<file path="config.mk">
export PLATFORM = sky130hd
export DESIGN_NAME = double_ended_queue
export DESIGN_NICKNAME = d
export VERILOG_FILES = /design/src/hdl/deq_pkg.sv /design/src/hdl/deq_ram.sv /design/src/hdl/double_ended_queue.sv
export SDC_FILE = /design/constraint.sdc
export NUM_CORES = 1
export LEC_CHECK = 0
export BUFFER_PORTS_ARGS = -buffer_cell sky130_fd_sc_hd__buf_2
export CORE_MARGIN = 10
export CORE_UTILIZATION = 55
export CTS_CLUSTER_DIAMETER = 60
export DETAILED_ROUTE_END_ITERATION = 10
export PLACE_DENSITY = 0.69
export SLEW_MARGIN = 20
export SYNTH_ARGS = -nofsm -noshare
export SYNTH_HDL_FRONTEND = slang
export SYNTH_SLANG_ARGS = --single-unit
</file>
<file path="constraint.sdc">
create_clock -name clk -period 4.86 [get_ports clk]
set_clock_uncertainty 0.2 [all_clocks]
set_input_delay 0.972 -clock clk [delete_from_list [all_inputs] [get_ports clk]]
set_output_delay 0.972 -clock clk [all_outputs]
set_load 0.005 [all_outputs]
</file>
<file path="src/hdl/deq_pkg.sv">
// Package: shared constants, codes and transaction types of the double-ended queue.
`default_nettype none

package deq_pkg;

  // Queue geometry.
  localparam int DEPTH      = 16;
  localparam int DATA_WIDTH = 8;
  localparam int IDX_W      = (DEPTH > 1) ? $clog2(DEPTH) : 1;
  localparam int COUNT_W    = 5;

  // Operation codes carried in the opcode field.
  localparam logic [2:0] OP_PUSH_FRONT = 3'd0;
  localparam logic [2:0] OP_PUSH_BACK  = 3'd1;
  localparam logic [2:0] OP_POP_FRONT  = 3'd2;
  localparam logic [2:0] OP_POP_BACK   = 3'd3;
  localparam logic [2:0] OP_CLEAR      = 3'd4;

  // Status codes returned with each result.
  localparam logic [1:0] ST_OK        = 2'd0;
  localparam logic [1:0] ST_UNDERFLOW = 2'd1;
  localparam logic [1:0] ST_OVERFLOW  = 2'd2;

  // Command transaction.
  typedef struct packed {
    logic [2:0]            opcode;
    logic [DATA_WIDTH-1:0] push_value;
  } deq_cmd_t;

  // Result transaction.
  typedef struct packed {
    logic [DATA_WIDTH-1:0] pop_value;
    logic [1:0]            status;
    logic [COUNT_W-1:0]    element_count;
    logic                  is_empty;
  } deq_res_t;

endpackage

`default_nettype wire

</file>
<file path="src/hdl/deq_ram.sv">
// Generic single-port-write, single-port-read RAM with a registered read.
`default_nettype none

module deq_ram #(
  parameter int WIDTH = 8,
  parameter int DEPTH = 16,
  parameter int ADDR_W = (DEPTH > 1) ? $clog2(DEPTH) : 1
) (
  input  wire logic              clk,
  input  wire logic              wr_en,
  input  wire logic [ADDR_W-1:0] wr_addr,
  input  wire logic [WIDTH-1:0]  wr_data,
  input  wire logic              rd_en,
  input  wire logic [ADDR_W-1:0] rd_addr,
  output logic      [WIDTH-1:0]  rd_data
);

  logic [WIDTH-1:0] mem [DEPTH];

  // Write port.
  always_ff @(posedge clk) begin
    if (wr_en) begin
      mem[wr_addr] <= wr_data;
    end
  end

  // Read port; the data holds until the next enabled read.
  always_ff @(posedge clk) begin
    if (rd_en) begin
      rd_data <= mem[rd_addr];
    end
  end

endmodule

`default_nettype wire

</file>
<file path="src/hdl/double_ended_queue.sv">
// Bounded double-ended queue: the elements sit in a ring held in one synchronous RAM, with
// the front index, back index and occupancy in registers beside it. Each command transaction
// (push front, push back, pop front, pop back, clear) returns one result transaction with the
// popped value, a status, the element count and an empty flag. A command updates the
// indices and issues the RAM access in the cycle it is taken; it then waits in the pending
// stage, and the registered RAM read data is joined to it in the result register once that
// register is free.
// A new command is taken every cycle while results are drained; the sustained rate of one
// command per cycle is set by the single RAM read port and the in-place index update.
// A push into a full queue is dropped with overflow status; a pop from an empty queue
// returns zero with underflow status. After reset the queue is empty.
`default_nettype none

module double_ended_queue (
  input  wire logic              clk,
  input  wire logic              rst,
  input  wire logic              cmd_valid,
  output logic                   cmd_ready,
  input  wire deq_pkg::deq_cmd_t cmd,
  output logic                   res_valid,
  input  wire logic              res_ready,
  output deq_pkg::deq_res_t      res
);

  localparam logic [deq_pkg::IDX_W-1:0] LAST_IDX = deq_pkg::IDX_W'(deq_pkg::DEPTH - 1);
  localparam logic [deq_pkg::COUNT_W-1:0] FULL_CNT = deq_pkg::COUNT_W'(deq_pkg::DEPTH);

  // Ring indices and occupancy.
  logic [deq_pkg::IDX_W-1:0]   front_index, front_index_next;
  logic [deq_pkg::IDX_W-1:0]   back_index, back_index_next;
  logic [deq_pkg::COUNT_W-1:0] occupancy, occupancy_next;

  // Stage between the RAM read and the result register.
  logic                        pend_valid;
  logic                        pend_pop;
  logic [1:0]                  pend_status;
  logic [deq_pkg::COUNT_W-1:0] pend_count;

  // Per-command decode.
  logic [1:0]                     status_next;
  logic                           pop_next;
  logic                           ram_wr_en;
  logic [deq_pkg::IDX_W-1:0]      ram_wr_addr;
  logic                           ram_rd_en;
  logic [deq_pkg::IDX_W-1:0]      ram_rd_addr;
  logic [deq_pkg::DATA_WIDTH-1:0] ram_rd_data;

  logic accept;
  logic advance;
  logic is_full;
  logic is_void;
  logic [deq_pkg::IDX_W-1:0] front_prev, front_succ, back_prev, back_succ;

  assign advance   = pend_valid && (!res_valid || res_ready);
  assign cmd_ready = !pend_valid || advance;
  assign accept    = cmd_valid && cmd_ready;

  assign is_full = (occupancy == FULL_CNT);
  assign is_void = (occupancy == '0);

  // Ring neighbours of both indices.
  assign front_prev = (front_index == '0) ? LAST_IDX : front_index - 1'b1;
  assign front_succ = (front_index == LAST_IDX) ? '0 : front_index + 1'b1;
  assign back_prev  = (back_index == '0) ? LAST_IDX : back_index - 1'b1;
  assign back_succ  = (back_index == LAST_IDX) ? '0 : back_index + 1'b1;

  // Command decode: index update, RAM access and status.
  always_comb begin
    front_index_next = front_index;
    back_index_next  = back_index;
    occupancy_next   = occupancy;
    status_next      = deq_pkg::ST_OK;
    pop_next         = 1'b0;
    ram_wr_en        = 1'b0;
    ram_wr_addr      = back_index;
    ram_rd_en        = 1'b0;
    ram_rd_addr      = front_index;
    unique case (cmd.opcode)
      deq_pkg::OP_PUSH_FRONT: begin
        if (is_full) begin
          status_next = deq_pkg::ST_OVERFLOW;
        end else begin
          front_index_next = front_prev;
          occupancy_next   = occupancy + 1'b1;
          ram_wr_en        = accept;
          ram_wr_addr      = front_prev;
        end
      end
      deq_pkg::OP_PUSH_BACK: begin
        if (is_full) begin
          status_next = deq_pkg::ST_OVERFLOW;
        end else begin
          back_index_next = back_succ;
          occupancy_next  = occupancy + 1'b1;
          ram_wr_en       = accept;
          ram_wr_addr     = back_index;
        end
      end
      deq_pkg::OP_POP_FRONT: begin
        if (is_void) begin
          status_next = deq_pkg::ST_UNDERFLOW;
        end else begin
          front_index_next = front_succ;
          occupancy_next   = occupancy - 1'b1;
          pop_next         = 1'b1;
          ram_rd_en        = accept;
          ram_rd_addr      = front_index;
        end
      end
      deq_pkg::OP_POP_BACK: begin
        if (is_void) begin
          status_next = deq_pkg::ST_UNDERFLOW;
        end else begin
          back_index_next = back_prev;
          occupancy_next  = occupancy - 1'b1;
          pop_next        = 1'b1;
          ram_rd_en       = accept;
          ram_rd_addr     = back_prev;
        end
      end
      deq_pkg::OP_CLEAR: begin
        front_index_next = '0;
        back_index_next  = '0;
        occupancy_next   = '0;
      end
      default: begin
      end
    endcase
  end

  // Element storage.
  deq_ram #(
    .WIDTH (deq_pkg::DATA_WIDTH),
    .DEPTH (deq_pkg::DEPTH)
  ) u_slots (
    .clk     (clk),
    .wr_en   (ram_wr_en),
    .wr_addr (ram_wr_addr),
    .wr_data (cmd.push_value),
    .rd_en   (ram_rd_en),
    .rd_addr (ram_rd_addr),
    .rd_data (ram_rd_data)
  );

  // Index and occupancy registers.
  always_ff @(posedge clk) begin
    if (rst) begin
      front_index <= '0;
      back_index  <= '0;
      occupancy   <= '0;
    end else if (accept) begin
      front_index <= front_index_next;
      back_index  <= back_index_next;
      occupancy   <= occupancy_next;
    end
  end

  // Pending stage: holds a taken command, beside the registered RAM read data, until the result register takes it.
  always_ff @(posedge clk) begin
    if (rst) begin
      pend_valid <= 1'b0;
    end else if (accept) begin
      pend_valid <= 1'b1;
    end else if (advance) begin
      pend_valid <= 1'b0;
    end
  end

  always_ff @(posedge clk) begin
    if (accept) begin
      pend_pop    <= pop_next;
      pend_status <= status_next;
      pend_count  <= occupancy_next;
    end
  end

  // Result register.
  always_ff @(posedge clk) begin
    if (rst) begin
      res_valid <= 1'b0;
    end else if (advance) begin
      res_valid <= 1'b1;
    end else if (res_ready) begin
      res_valid <= 1'b0;
    end
  end

  always_ff @(posedge clk) begin
    if (advance) begin
      res.pop_value     <= pend_pop ? ram_rd_data : '0;
      res.status        <= pend_status;
      res.element_count <= pend_count;
      res.is_empty      <= (pend_count == '0);
    end
  end

`ifndef SYNTH
  // The occupancy never exceeds the ring size.
  a_occ_bound: assert property (@(posedge clk) disable iff (rst)
    occupancy <= FULL_CNT)
    else $error("occupancy above ring size");

  // An empty or full ring has both indices on the same slot.
  a_idx_meet: assert property (@(posedge clk) disable iff (rst)
    (is_void || is_full) |-> (front_index == back_index))
    else $error("indices disagree with occupancy");

  // A push taken while full leaves the queue unchanged and reports overflow.
  a_overflow: assert property (@(posedge clk) disable iff (rst)
    (accept && is_full && (cmd.opcode == deq_pkg::OP_PUSH_FRONT ||
                           cmd.opcode == deq_pkg::OP_PUSH_BACK))
    |=> (pend_status == deq_pkg::ST_OVERFLOW) && $stable(occupancy))
    else $error("overflow push not dropped");

  // A stalled pending transaction holds its contents.
  a_pend_hold: assert property (@(posedge clk) disable iff (rst)
    (pend_valid && !advance) |=> pend_valid && $stable(pend_count) && $stable(pend_pop))
    else $error("pending transaction lost while stalled");

  // Nothing is written to the RAM without an accepted push.
  a_write_acc: assert property (@(posedge clk) disable iff (rst)
    ram_wr_en |-> accept && !is_full)
    else $error("RAM written outside an accepted push");
`endif

endmodule

`default_nettype wire
</file>
---- After elaboration in Yosys (flattened, before gate mapping) ----
Memory sizes are Yosys's and may differ from the RTL's. A register that Yosys moved wholly into a read port is not among the register bits.
Cells that the tools add are included.
W data, S select, Z words.
storage, ports and cells
  register bits after elaboration ......... 39
  memory bits (writable) .................. 128
  output and inout port bits .............. 18
  logic and storage cells ................. 80
  memories ................................ 1
memories
  memory       depth  bits a word  rd ports  clocked after memory_dff  wr ports  RTL line       source
  u_slots.mem  16     8            1         1                         1         deq_ram.sv:18  logic [WIDTH-1:0] mem [DEPTH];
cells by class
  add/sub/neg operators ................... 6
  equality and inequality tests ........... 11
  multiplexer cells ....................... 31
  reduce and logical (&&, ||, !) cells .... 19
operators by type and width
  operator               count
  $mux W4                12
  $pmux W4 S3            2
  $pmux W5 S3            1
  $mux W1                12
  $logic_not A5 Y1       2
  $mux W5                2
  $add A4 B1 Y4 const B  2
  $eq A4 B4 Y1 const B   2
  $logic_not A4 Y1       2
  $ne A2 B2 Y1 const B   4
  $reduce_and A4 Y1      2
  $sub A4 B1 Y4 const B  2
  $eq A3 B2 Y1 const B   2
  $reduce_bool A3 Y1     2
  $add A5 B1 Y5 const B  1
  $eq A5 B5 Y1 const B   1
  $sub A5 B1 Y5 const B  1
  $pmux W2 S2            1
  $reduce_bool A2 Y1     2
  $reduce_or A2 Y1       2
  $eq A3 B1 Y1 const B   1
  $eq A3 B3 Y1 const B   1
  $logic_not A3 Y1       1
  $logic_and A1 B1 Y1    2
  3 further kinds        5

---- Depth between registers and ports, before layout ----
Gate-level depths: netlist of run 1.
  word-level depth ........................ 9
  gate-level depth with buffers ........... 11

---- By module ----
A second synthesis of run 1 with hierarchy kept.
unflattened totals
  cells, all modules ...................... 454
  area total of the unflattened synthesis .. 7,434.6 um2
modules (own cells, without submodules)
  module              instances  cells an instance  area an instance (um2)
  deq_ram             1          229                5,227.5
  double_ended_queue  1          225                2,207.1

---- Least setup slack after synthesis of run 1 ----
No wires, ideal clock.
  kind .................................... input to register
  start point ............................. input port cmd[10] in the netlist's numbering
  end point ............................... memory u_slots.mem[4][0] (enable)
  library setup time ...................... 0.370 ns
  arrival time ............................ 2.409 ns
  required time ........................... 4.290 ns
  path slack .............................. 1.880 ns
  cell stages on the path ................. 6
  path buffers ............................ 0
  path through ............................ nor2_1 > nand2_1 > nor2_1 > mux2i_1 > nand2_1 > nor2_1
on the way
  cells in the longest elaborated chain, start to end .. 5
RTL lines
  element                                                  RTL line                  source
  start, declared                                          double_ended_queue.sv:19  input wire deq_pkg::deq_cmd_t cmd,
  $eq A3 B1 Y1 / $logic_not A3 Y1 (equally long branches)  double_ended_queue.sv:78  unique case (cmd.opcode)
  $reduce_or A2 Y1 (no line)                               -
  $mux W1                                                  -
  $mux W1                                                  deq_ram.sv:22             if (wr_en) begin
  $mux W1 (not written as such)                            deq_ram.sv:23             mem[wr_addr] <= wr_data;
  end, declared                                            deq_ram.sv:18
Several ways; a longest one is shown, not always the timed one.

---- Worst setup path after layout of run 1 ----
  start point ............................. register occupancy[0] in the netlist's numbering
  end point ............................... memory u_slots.mem[12][6] (enable)
on the way
  cells in the longest elaborated chain, start to end .. 5
RTL lines
  element                        RTL line                                            source
  start, declared                double_ended_queue.sv:31                            logic [deq_pkg::COUNT_W-1:0] occupancy, occupancy_next;
  start signal, assigned         double_ended_queue.sv:154                           occupancy <= occupancy_next;
  $eq A5 B5 Y1 *                 double_ended_queue.sv:58                            assign is_full = (occupancy == FULL_CNT);
  $mux W1                        double_ended_queue.sv:80, double_ended_queue.sv:90
  $mux W1                        -
  $mux W1                        deq_ram.sv:22
  $mux W1 (not written as such)  deq_ram.sv:23
Mark *: on every way between the ends. The rest lies on a longest branch, timed or not.

==> results by group, run 1 <==
GRT
  – Total track usage: 18.7%
  – Grt total ovfl: 0
  – Vias in the first global route: 5200
  – First-pass GRT wire length: about 29000 um
  – Pin count of the biggest net entering global routing: 50
  – Initial antenna violation count: 0

Power
  – PwrDens: 393 mW/mm^2
  – Leakage: roughly 0.0032 uW
  – Max IR drop VDD: 287 uV

Floorplanning
  – Core area: 0.0140 sq mm
  – Die Y: 140 um
  – IO Pins: 33
  – Die X-Extent: roughly 140 um
  – Die ar.: between 0.015 and 0.02 sq mm
  – Initial core utilization: 56.8%
  – Rows: 43

Timing
  – Final Max Slew Viols: 0
  – RSZ-0062 raised after global routing: false
  – Fmax: 0.283 GHz
  – Final setup fails: 0
  – Period utilisation layout: between 70% and 80%
  – Total negative slack: 0 ns
  – Max-slew headroom: a little over two fifths
  – Hold slack: 0.226 ns
  – Hold Vio Cnt, Final: 0
  – Tmin final: 3.53 ns
  – Slew @ Worst Pin: 0.863 ns

Min path
  – Hold Crit Class: reg2reg

Logic synthesis
  – Syn Nets: 644
  – Post-synth cell types: 67
  – Mapped Area: 0.00798 sq mm
  – Synth async-reset ratio: 0%
  – Synthesized flop and latch total: 175
  – Post-synth EDFFs: 160
  – Sequential-to-total area share from yosys stat: 64.0%
  – Cell count after synthesis: 623
  – Synth Warn #: 0
  – Mean Syn Cell Area: 12.8 sq um
  – Main synth FF type: edfxtp_1

Finish
  – Layout cells sized above 1: 14.9%
  – Finished layout cell area: 0.00883 sq mm
  – Area delta synth->final: 10.7%
  – Nets: 667
  – Filler cells: 1043
  – Final design utilization: a little over three fifths
  – Ant diodes: 0

Detailed routing
  – 1st-pass router iterations: 5
  – Drc violations: 0
  – Via count: 5313
  – Final WL: 18200 um
  – Routed len/inst: 21.7 um
  – 1st-iter DRT viols: 532
  – Routed vias/inst: 6.34
  – Post-route ant nets: 0

Setup path
  – CP max-delay cell: nor2_1
  – CP Capture Type: register
  – CP max stage delay: 0.69 ns
  – Worst path cell trace: inv_1, ha_1, or4bb_1, nand2_1, nor2_1, mux2i_1, nand2_1, nor2_1
  – CP max FO: 10
  – Crit path buffers/inverters: 1
  – Worst Path Class, Setup: reg2reg
  – CP Data Required Time: around 4.7 ns
  – Startpoint types: register
  – WP data arrival: 3.38 ns
  – Delay-heaviest family, CP: simple AND/OR/NAND/NOR gates

Clock network
  – CTS root buf: clkbuf_16
  – Num CTS Buffers: 17
  – CTS sink count: ~180
  – CTS max path bufs: 2
  – CTS tree: yes
  – Post_cts resized: 0
  – Hold buffers post-CTS: 0
  – H-tree levels: 4
  – Setup Fix Bufs, Post-CTS: 0
  – Worst-Skew Late Latency: approximately 0.43 ns
  – Clock transition at path regs: 0.06 ns

Status
  – Status: finished clean

Placed design
  – RePlAce Congestion: about 0.91
  – Dpl hpwl: 12300 um
  – IO buf count: 32
  – Placed cell areas: 0.00824 sq mm

Run
  – Max-cap violation count: 0
## cells by family (layout without fill, tap and decap cells)
family	count (synthesis)	count (layout)	share of synthesized area, %
adder cells (fa/ha/maj)	6	6	0.941
AO/OA/AOI/OAI	179	179	16.2
multiplexers	10	10	1.33
AND/OR/NAND/NOR	193	193	13.7
XOR/XNOR	3	3	0.330
buffers and inverters	57	92	3.48
flip-flops	175	175	64.0
## state kept, by name, summed over array words and instances, names as in the netlist
name             count
u_slots.rd_data      8
pend_pop             1
pend_valid           1
front_index          4
occupancy            5
pend_status          2
res                 16
u_slots.mem        128
back_index           4
res_valid            1
pend_count           5
## layout make-up
type	count	area (sq um)	area share, %
Tap cell	180	225	2.55
Clock inverter	14	166	1.89
Clock buffer	17	425	4.82
Multi-Input combinational cell	391	2590	29.4
Sequential cell	175	5100	57.8
Timing Repair Buffer	43	243	2.75
Inverter	18	67.6	0.765
## layout by cell type, fill, tap and decap left out, types with 7 or more instances in the layout
master / netlist / layout
a211o_1: 36 / 36
and3_1: 54 / 54
o22ai_1: 7 / 7
buf_4: 3 / 11
and2_1: 11 / 11
inv_1: 15 / 15
o211ai_1: 8 / 8
a211oi_1: 15 / 15
nand2_1: 36 / 36
a21oi_1: 46 / 46
o21ai_0: 13 / 13
nor2_1: 42 / 42
edfxtp_1: 160 / 160
buf_2: 11 / 32
o221ai_1: 8 / 8
dfxtp_1: 15 / 15
clkbuf_16: 0 / 17
nand3_1: 7 / 7
## path summary, 6_finish.rpt
kind / start / end / slack [ns] / depth (start not counted)
min: pend_status[0]$_DFFE_PN_ / res[6]$_DFFE_PP_ / 0.23 / 0
min reg2reg: pend_status[0]$_DFFE_PN_ / res[6]$_DFFE_PP_ / 0.23 / 0
max reg2reg: occupancy[0]$_SDFFE_PP0N_ / u_slots.mem[12][6]$_DFFE_PP_ / 1.33 / 8
max: occupancy[0]$_SDFFE_PP0N_ / u_slots.mem[12][6]$_DFFE_PP_ / 1.33 / 8
## worst reg2reg max path: cells and delay by family (launching register included)
kind                       cells  cell delay [ns]
DFF                            1             0.51
and+or+nand+nor                5             1.67
muxes                          1             0.31
adders and majority gates      1             0.31
buffers and inverters          1             0.17
## Yosys cell counts, types with 13 or more instances
library cell,count,area [sq um]
a21oi_1,46,230
a211oi_1,15,113
o21ai_0,13,65.1
dfxtp_1,15,300
nand2_1,36,135
inv_1,15,56.3
and3_1,54,338
nor2_1,42,158
edfxtp_1,160,4800
a211o_1,36,315
clkbuf_1,19,71.3
## through the flow
step | power (uW) | setup WS, ns | instances
final | 3470 | 1.33 | 838
after CTS | 3480 | 1.37 | 838
after floorplan | 2010 | 1.88 | 623
after detailed placement | 2120 | 1.02 | 807
after global routing | 3600 | 1.10 | 838
after global placement | 2120 | 1.11 | 807
## routing by layer
layer	vias to the layer above	global-route usage [%]	wire length (um)
li1	2476	-	-
met3	30	5.07	1350
met2	224	28.5	8450
met4	0	5.71	300
met1	2583	25.5	8090
met5	-	0	0
## where the power goes
group	internal [uW]	switching [uW]	total (uW)
sequential	1680	24.7	1700
clock	807	565	1370
combinational	148	244	392
total	2630	834	3470
(Power assumes the default switching activity.)
==> run 2, diff against run 1 <==
- ABC_AREA: unset -> 1
- PLACE_DENSITY: 0.69 -> 0.72
- clock period: 4.86 -> 2.8 ns (I/O delays scaled with it)
==> run 2 against run 1 <==
Against the previous run:
- wire length shrank 3.6%
- total power grew 73%
- design area grew 1.7%
- first-iteration DRC count grew 14%
- sequential cell count is the same
- largest cell class unchanged
==> results by group, run 2 <==
Status
  – Status: finished clean

Timing
  – Period utilisation layout: roughly 92%
  – Final setup fails: 0
  – Slew @ Worst Pin: around 0.59 ns
  – Hold Vio Cnt, Final: 0
  – Max-slew headroom: 60.7%
  – Tmin final: about 2.6 ns
  – Final Max Slew Viols: 0
  – Total negative slack: 0 ns
  – RSZ-0062 raised after global routing: false
  – Hold slack: 0.198 ns
  – Fmax: 0.390 GHz

Floorplanning
  – Rows: 43
  – IO Pins: 33
  – Initial core utilization: 56.7%
  – Die Y: ~140 um
  – Die ar.: a little under 0.02 sq mm
  – Die X-Extent: 140 um
  – Core area: 0.0140 sq mm

GRT
  – Initial antenna violation count: 0
  – Grt peak-use layer: met2
  – Grt total ovfl: 0
  – GR Util met1: 22.4%
  – Vias in the first global route: 5533
  – Total track usage: roughly 18%
  – Pin count of the biggest net entering global routing: 65
  – Met3 Usage GRT: about 3.6%
  – GR Util met2: 30.2%
  – First-pass GRT wire length: ~28000 um

Clock network
  – Worst-Skew Late Latency: 0.43 ns
  – Num CTS Buffers: 17
  – CTS max path bufs: 2
  – Clock transition at path regs: 0.07 ns
  – H-tree levels: 4
  – CTS root buf: clkbuf_16
  – CTS tree: yes
  – Hold buffers post-CTS: 0
  – Post_cts resized: 0
  – CTS sink count: 175
  – Setup Fix Bufs, Post-CTS: 0

Run
  – Max-cap violation count: 0

Detailed routing
  – 1st-iter DRT viols: 609
  – Drc violations: 0
  – Via count: 5611
  – 1st-pass router iterations: 5
  – Routed len/inst: 17.5 um
  – Post-route ant nets: 0
  – Final WL: 17500 um
  – Routed vias/inst: between 5 and 6

Min path
  – Hold Crit Class: in2reg
  – Hold path depth: 4
  – Hold Path Sink: res_valid$_SDFFE_PP0P_
  – Hold_sp: res_ready

Setup path
  – Crit path buffers/inverters: 2
  – Startpoint types: register
  – CP max FO: 8
  – CP max stage delay: 0.41 ns
  – CP Data Required Time: 2.74 ns
  – Worst path cell trace: inv_1, ha_1, nand3_1, nand2_1, nor2_1, nand3_1, nor2_1, buf_4
  – Delay-heaviest family, CP: simple AND/OR/NAND/NOR gates
  – Cell depth of the worst setup path: 8
  – Flop2flop setup slack: 0.24 ns
  – R2R depth: 8
  – CP Capture Type: register
  – CP max-delay cell: dfxtp_1
  – Worst r2r dst: u_slots.mem[12][0]$_DFFE_PP_
  – WP data arrival: between 2 and 3 ns
  – RR Startpoint: occupancy[0]$_SDFFE_PP0N_
  – Worst Path Class, Setup: reg2reg

Logic synthesis
  – Most frequent cell after synthesis: nand2_1
  – Mapped Area: about 0.0080 sq mm
  – Mean Syn Cell Area: 10.4 sq um
  – Sequential-to-total area share from yosys stat: between 60% and 70%
  – Cell count after synthesis: 764
  – Main synth FF type: edfxtp_1
  – Synthesized flop and latch total: around 180
  – Syn Nets: between 700 and 800
  – Top post-synthesis cells by area: edfxtp_1 (60%), nand3_1 (8.8%), nand2_1 (8.7%)
  – Commonest cells in the netlist: nand2_1 (185), edfxtp_1 (160), nand3_1 (140), inv_1 (86), nor2_1 (28)
  – Synth async-reset ratio: 0%
  – Synth area leader: edfxtp_1
  – Share of the synthesized area in the top cell type: 60.4%
  – Post-synth cell types: 33
  – Synth Warn #: 0
  – Post-synth EDFFs: 160

Finish
  – Sequential cell area: 0.00510 sq mm
  – Finished layout cell area: 0.00898 sq mm
  – Most common cell after layout, fill and taps aside: nand2_1
  – Filler cells: roughly 1100
  – Top flop regs: u_slots.mem: 128 flops, res: 16 flops, u_slots.rd_data: 8 flops
  – Area delta synth->final: 12.9%
  – Multi-input gate area: 0.00229 sq mm
  – Most frequent cells in the layout: nand2_1 (185), edfxtp_1 (160), nand3_1 (140)
  – Largest Register: u_slots.mem
  – Layout cells sized above 1: 13.0%
  – Ant diodes: 0
  – Fin cells: between 1000 and 1500
  – Nets: between 800 and 900
  – Number of flip-flops under the largest register name: 128

Placed design
  – Placed cell areas: about 0.0084 sq mm
  – RePlAce Congestion: 0.864
  – IO buf count: 32
  – Placed insts: 973
  – Dpl hpwl: approximately 12000 um

Power
  – Max IR drop VDD: between 400 and 500 uV
  – PwrDens: ~670 mW/mm^2
  – Leakage: between 0.003 and 0.004 uW
-- run 2: cell count changes in the layout (fill, tap and decap cells not counted), sizes merged, moves of 11 or more --
| cell | before | now |
|---|---|---|
| a211o | 36 | 0 |
| o21ai | 16 | 33 |
| and2 | 11 | 0 |
| nand3b | 2 | 24 |
| nor2 | 43 | 30 |
| inv | 19 | 90 |
| and3 | 54 | 0 |
| buf | 43 | 63 |
| nand2 | 38 | 190 |
| a211oi | 16 | 1 |
| nand3 | 8 | 142 |
| a21oi | 47 | 20 |
-- run 2: tightest hold or removal path: cells and delay by family --
kind | cells | cell delay [ns]
compound gates | 1 | 0.05
buf+inv | 2 | 0.12
simple gates | 1 | 0.05
-- run 2: final cells by class --
class                   count  area share (%)
multi-input cells         465            25.5
clock buffers              17            4.74
clock inverters            14            1.88
repair buffers             63            4.79
well taps                 180            2.51
inverters                  90            3.76
flip-flops and latches    175            56.8
-- run 2: stage by stage --
stage | power [uW] | worst slack, ns | utilization (%)
final | 6000 | 0.236 | 64.0
after global routing | 6230 | 0.113 | 64.0
after CTS | 6020 | 0.265 | 64.0
after detailed placement | 3680 | 0.129 | 59.7
after global placement | 3670 | 0.221 | 59.7
after floorplan | 3470 | 0.377 | -
-- run 2: kinds of logic after synthesis --
group                      after synthesis  share of synthesized area (%)
buffers and inverters                  124                           7.08
and+or+nand+nor                        392                           22.9
DFF                                    175                           64.2
AOI/OAI and AO/OA                       60                           4.15
xor gates and xnor gates                 7                          0.771
adders and majority gates                6                          0.944
-- run 2: worst max-delay path by stage --
| stage | startpoint | endpoint | slack [ns] |
|---|---|---|---|
| 6_report | occupancy[0]$_SDFFE_PP0N_ | u_slots.mem[12][0]$_DFFE_PP_ | 0.24 |
| 2_1_floorplan | cmd[8] | u_slots.mem[11][0]$_DFFE_PP_ | 0.38 |
| 3_5_place_dp | cmd[9] | u_slots.mem[12][5]$_DFFE_PP_ | 0.13 |
| 4_1_cts | occupancy[0]$_SDFFE_PP0N_ | u_slots.mem[12][0]$_DFFE_PP_ | 0.26 |
| 5_1_grt | occupancy[0]$_SDFFE_PP0N_ | u_slots.mem[12][0]$_DFFE_PP_ | 0.11 |
| 3_3_place_gp | cmd[9] | u_slots.mem[4][7]$_DFFE_PP_ | 0.22 |
-- run 2: routing by layer --
metal / vias to the layer above / routed length (um) / part of all wire, %
li1: 2691 / - / -
met1: 2693 / 7490 / 43
met2: 207 / 8690 / 50
met3: 20 / 1130 / 6.4
met4: 0 / 221 / 1.3
met5: - / 0 / 0
-- run 2: power breakdown --
group | internal, uW | leakage, uW | switching, uW
clock network | 1400 | 0.000290 | 971
registers | 2920 | 0.00158 | 37.2
logic | 216 | 0.00185 | 455
